### config.mk
export PLATFORM = sky130hd
export DESIGN_NAME = v3n_sqrt
export DESIGN_NICKNAME = d
export VERILOG_FILES = /design/src/design/v3n_sqrt.sv
export SDC_FILE = /design/constraint.sdc
export NUM_CORES = 2
export LEC_CHECK = 0
export BUFFER_PORTS_ARGS = -buffer_cell sky130_fd_sc_hd__buf_4
export CORE_MARGIN = 1
export CORE_UTILIZATION = 38
export DETAILED_ROUTE_END_ITERATION = 12
export GPL_TIMING_DRIVEN = 0
export PLACE_DENSITY_LB_ADDON = 0.08
export SLEW_MARGIN = 10
export SYNTH_ARGS = -nofsm -noshare
export SYNTH_HDL_FRONTEND = slang
export SYNTH_SLANG_ARGS = --single-unit
### constraint.sdc
create_clock -name clk -period 3.5 [get_ports clk]
set_clock_uncertainty 0.05 [all_clocks]
set_input_delay 0.35 -clock clk [delete_from_list [all_inputs] [get_ports clk]]
set_output_delay 0.35 -clock clk [all_outputs]
set_load 0.05 [all_outputs]
### src/design/v3n_sqrt.sv
// Pipelined integer square root, one result bit per register stage.
// Depends on nothing but its parameters; side data travels with each word.
module v3n_sqrt #(
  parameter int IN_W   = 48,
  parameter int SIDE_W = 72
) (
  input  logic                clk,
  input  logic                rst,
  input  logic                en,
  input  logic                in_valid,
  input  logic [IN_W-1:0]     in_rad,
  input  logic [SIDE_W-1:0]   in_side,
  output logic                out_valid,
  output logic [IN_W/2-1:0]   out_root,
  output logic [SIDE_W-1:0]   out_side
);

  localparam int OUT_W = IN_W / 2;
  localparam int TW    = IN_W + 1;

  logic              vld  [0:OUT_W];
  logic [TW-1:0]     rem  [0:OUT_W];
  logic [OUT_W-1:0]  root [0:OUT_W];
  logic [SIDE_W-1:0] side [0:OUT_W];

  assign vld[0]  = in_valid;
  assign rem[0]  = TW'(in_rad);
  assign root[0] = '0;
  assign side[0] = in_side;

  // Stage i settles root bit OUT_W-1-i against the running remainder.
  for (genvar i = 0; i < OUT_W; i++) begin : g_stage
    localparam int B = OUT_W - 1 - i;
    logic [TW-1:0]    trial;
    logic [TW-1:0]    rem_next;
    logic [OUT_W-1:0] root_next;

    always_comb begin
      trial = (TW'(root[i]) << (B + 1)) | (TW'(1) << (2 * B));
      if (rem[i] >= trial) begin
        rem_next  = rem[i] - trial;
        root_next = root[i] | (OUT_W'(1) << B);
      end else begin
        rem_next  = rem[i];
        root_next = root[i];
      end
    end

    always_ff @(posedge clk) begin
      if (rst) begin
        vld[i+1] <= 1'b0;
      end else if (en) begin
        vld[i+1] <= vld[i];
      end
      if (en) begin
        rem[i+1]  <= rem_next;
        root[i+1] <= root_next;
        side[i+1] <= side[i];
      end
    end
  end

  assign out_valid = vld[OUT_W];
  assign out_root  = root[OUT_W];
  assign out_side  = side[OUT_W];

endmodule

# After elaboration in Yosys (flattened, before gate mapping)
# Cells that the tools add are included.
# Widths: inputs -> output; s select.
dict set report word_totals {
  reg_bits 3455
  inputBits 124
  out_inout_bits 97
  wordCells 190
}
dict set report classes {
  addsub 23
  order_cmp 24
  mux 24
}
# op n
set op_table {}
lappend op_table {{$mux 49} 22}
lappend op_table {{$ge 49x25->1} 1}
lappend op_table {{$ge 49x26->1} 1}
lappend op_table {{$ge 49x27->1} 1}
lappend op_table {{$ge 49x28->1} 1}
lappend op_table {{$ge 49x29->1} 1}
lappend op_table {{$ge 49x30->1} 1}
lappend op_table {{$ge 49x31->1} 1}
lappend op_table {{$ge 49x32->1} 1}
lappend op_table {{$ge 49x33->1} 1}
lappend op_table {{$ge 49x34->1} 1}
lappend op_table {{$ge 49x35->1} 1}
lappend op_table {{$ge 49x36->1} 1}
lappend op_table {{$ge 49x37->1} 1}
lappend op_table {{$ge 49x38->1} 1}
lappend op_table {{$ge 49x39->1} 1}
lappend op_table {{$ge 49x40->1} 1}
lappend op_table {{$ge 49x41->1} 1}
lappend op_table {{$ge 49x42->1} 1}
lappend op_table {{$ge 49x43->1} 1}
lappend op_table {{$ge 49x44->1} 1}
lappend op_table {{$ge 49x45->1} 1}
lappend op_table {{$ge 49x46->1} 1}
lappend op_table {{$ge 49x47->1} 1}
lappend op_table {{other kinds (26)} 26}

# Depth between registers and ports, before layout
dict set report depth {
  depth_word 2
  mapped_depth 13
  depth_no_buf 11
}

# Worst setup path before layout
# Ideal clock, no wire load.
dict set report synth_path {
  path_type {reg2reg}
  start {register rem[575] in the netlist's numbering}
  end {register rem[528] in the netlist's numbering, data pin}
  t_arrival_ps 2877
  t_required_ps 3188
  slack_ps 311
  stages_incl_launch_ff 11
  cell_sequence {edfxtp_1 -> or4_4 -> or4_4 -> or3_4 -> or3_4 -> nor3_2 -> o31a_1 -> buf_6 -> buf_6 -> nor3_2 -> xor2_1}
}
dict set report synth_via {
  elab_chain_cells 2
}
# item line_no
set synth_lines {}
lappend synth_lines {{start, declared} 22} ;# logic [TW-1:0] rem [0:OUT_W];
lappend synth_lines {{start signal, assigned by index} 56} ;# rem[i+1] <= rem_next;
lappend synth_lines {{$sub 49x35->49 / $ge 49x35->1 (equally long branches)} {41, 40}}
lappend synth_lines {{$mux 49 (*)} 40} ;# if (rem[i] >= trial) begin
lappend synth_lines {{net g_stage[13].rem_next[38]} 35} ;# logic [TW-1:0] rem_next;
# Mark *: on every way through the listed nets, which the timed path passes. The rest lies on a longest branch.
# A chain may end at the register's enable or synchronous reset.

# Worst setup path after layout
dict set report layout_path {
  start {register rem[214] in the netlist's numbering}
  end {register rem[189] in the netlist's numbering, data pin}
}
dict set report layout_via {
  elab_chain_cells 2
}
# item line_no
set layout_lines {}
lappend layout_lines {{$sub 49x28->49 / $ge 49x28->1 (equally long branches)} {41, 40}}
lappend layout_lines {{$mux 49 (*)} 40}
lappend layout_lines {{net g_stage[20].rem_next[42]} 35}
# Marks and branches as above.

==> summary.md <==
| Metric | Value |
|---|---|
| Largest net degree at the start of global routing | 164 |
| Top cells by count, synth | edfxtp_1 (3155), inv_1 (384), nor2_1 (370) |
| Switching power | around 22 mW |
| Final core occ | between 40 and 50% |
| DRC errors left | 0 |
| Synth Cell Area | 121000 sq um |
| Final worst path period share | 97.1% |
| CTS root buffer | clkbuf_16 |
| RePlAce Congestion | 0.878 |
| Syn_area_per_cell | 16.8 sq um |
| Sequential-to-total area share from yosys stat | approximately four fifths |
| Crit path DAT | around 4000 ps |
| Synth-to-Final Area Change | 17.7% |
| Min cycle time layout | 3400 ps |
| Fmax | 294 MHz |
| Worst Path Max Fanout | 6 |
| Synth area leader | edfxtp_1 |
| Proportion of power drawn by combinational gates | 10.4% |
| Iter 0 DRT Violations | 3676 |
| Min-delay worst type | in2reg |
| Vias in the first global route | 62300 |
| CP Capture Type | flop |
| WL/cell | 18.2 um |
| Asr flop ratio synth | 0% |
| # IOs | 221 |
| Total chip power | 92.4 mW |
| Clk network pwr share | 38.0% |
| P_int | 70.2 mW |
| Initial Util | 38.3% |
| Required @ worst endpoint | between 4000 and 5000 ps |
| Fillers | between 20000 and 30000 |
| Status | complete, no violations |
| Top post-synthesis cells by area | edfxtp_1 (78%), ha_1 (3.3%), xnor2_1 (1.9%) |
| First-pass GRT wire length | 349000 um |
| Slew @ Worst Pin | 1130 ps |
| Worst slew margin | 23.9% |
| Worst VDD drop | 0.472 mV |
| Netlist cell types | 89 |
| Num CTS Buffers | between 300 and 400 |
| Post-synth top area share | a little under 80% |
| Syn. warnings | 0 |
| Buffers on Ports | 220 |
| Reg power frac | 51.6% |
| Dpl hpwl | 151000 um |
| WHS | 56.4 ps |
| Fin. max-slew vios | 0 |
| Power per cell area | 648 nW/um^2 |
| CTS H-Tree Depth | 5 |
| Core Region | 316000 sq um |
| Endpoints failing hold | 0 |
| Critical Path Source Type | flop |
| Final setup fails | 0 |
| Clock sinks | 3179 |
| Grt total ovfl | 0 |
| Vias per cell | just under 5 |
| DR pass1 iterations | 7 |
| # rows | 206 |
| Full die area | 321000 sq um |
| Sw Share | roughly 24% |
| DR vias | 60100 |
| Syn nets | 7657 |
| Routed wire length | 225000 um |
| Chip width | 567 um |
| Fin Setup TNS | 0 ps |
| Leak | 50.9 nW |
| Yosys reg bits | 3179 |
| Nets | 8418 |
| TritonCTS clock tree | yes |
| Clock buffer depth | 4 |
| EDFF count, synth | 3155 |
| Main synth FF type | edfxtp_1 |
| Syn Inst Count | 7211 |
| Initial antenna violation count | 4 |
| Later-pin clock latency in the skew report | ~900 ps |
| GRT Overall Usage | about 14% |
| Max Cap Violations | 0 |
| Clock transition at path regs | around 60 ps |
| Die Ht | 567 um |
| Share of post-route cells with drive strength above 1 | roughly an eighth |
| Most common cell in the netlist | edfxtp_1 |
| Post-DRT Antenna Nets | 0 |
| Setup CP Type | reg2reg |
==> sequential cells by signal (all words and copies together), names as in the netlist <==
register	count
side	1656
rem	1127
g_stage.trial	276
out_side	72
out_root	24
vld	23
out_valid	1
==> cell type report <==
cell class / instances / area (sq um) / share of cell area (%)
Sequential cell: 3179 / 95200 / 66.8
Clock inverter: 201 / 1940 / 1.36
Clock buffer: 424 / 9120 / 6.39
Tap cell: 4160 / 5200 / 3.65
Timing Repair Buffer: 420 / 4210 / 2.95
Antenna cell: 9 / 22.5 / 0.0158
Multi-Input combinational cell: 3479 / 24500 / 17.2
Buffer: 157 / 991 / 0.695
Inverter: 386 / 1450 / 1.02
==> routing by layer <==
| metal | share of wire (%) | GRT usage [%] |
|---|---|---|
| met1 | 39 | 14.9 |
| met2 | 53 | 25.9 |
| met3 | 3.6 | 2.39 |
| met4 | 4.9 | 6.47 |
| met5 | 0 | 0 |
==> critical path: stages (launching register included) <==
cell      delay [ps]
edfxtp_1         410
ha_1             390
and3_1           270
and4_2           330
or3b_2           500
o21ai_2          260
nor4_4           110
inv_2            190
nand2b_1         160
nor3_1           270
xor2_1           290
==> per-stage QoR <==
| stage | setup slack [ps] | instance area (sq um) | std cells |
|---|---|---|---|
| floorplan | 311 | 121000 | 7211 |
| CTS | -6.70 | 142000 | 12400 |
| detailed placement | -2530 | 129000 | 11600 |
| global placement | -27380 | 128000 | 11600 |
| finish | 101 | 143000 | 12400 |
| global route | -43.9 | 143000 | 12400 |
==> layout by cell type, fill, tap and decap left out, types with 25 or more instances in the layout <==
cell type      netlist  final
clkbuf_1            76    107
a21o_1              87     87
clkinv_2             0     48
nor2_1             370    368
ha_1               322    314
or4_1               56     53
bufinv_16            0     25
or3_1               61     60
nand3_1             82     79
clkinv_1             0     98
inv_1              384    383
dlygate4sd3_1        0    125
mux2i_1             36     35
nand2b_1            70     70
clkbuf_16            0    354
nand2_1            347    346
edfxtp_1          3155   3155
nor3_1             170    156
buf_16               0     25
nor2b_1             33     32
nor4_1             196    176
buf_4               74    333
o21ai_0            245    236
o21a_1              57     57
a21oi_1            306    297
xnor2_1            258    258
mux2_2              40     40
a211oi_1            34     30
nand4_1             81     81
xor2_1             240    238
==> cell families after synthesis <==
family / share of synthesized area, %
muxes: 0.669
adders and majority gates: 3.33
xor gates and xnor gates: 3.60
DFF: 78.6
AOI/OAI and AO/OA: 4.92
buffers and inverters: 1.97
and+or+nand+nor: 6.93
==> power groups by stage <==
stage | sequential (mW) | clock (mW) | combinational [mW]
final | 47.7 | 35.1 | 9.61
after global routing | 48.0 | 38.0 | 10.7
after CTS | 47.7 | 36.6 | 9.53
after detailed placement | 48.5 | 0 | 9.10
after global placement | 50.4 | 0 | 8.92
after floorplan | 47.6 | 0 | 6.19
==> repair_timing <==
item | in CTS | in global routing
endpoints found under the setup margin | 1189 | 215
hold endpoints to repair | 210 | 0
gates cloned | 9 | 0
hold buffers | 128 | 0
resized for setup | 129 | 98
pin swaps | 22 | 22
setup buffers | 26 | 15
==> path summary, 6_finish.rpt <==
path / startpoint / depth (start not counted) / to / slack [ps]
max: rem[214] / 10 / rem[189] / 100
min: en / 2 / side[629] / 60
max reg2reg: rem[214] / 10 / rem[189] / 100
min reg2reg: side[378] / 0 / side[306] / 330
Power figures use the tool's default switching activity.
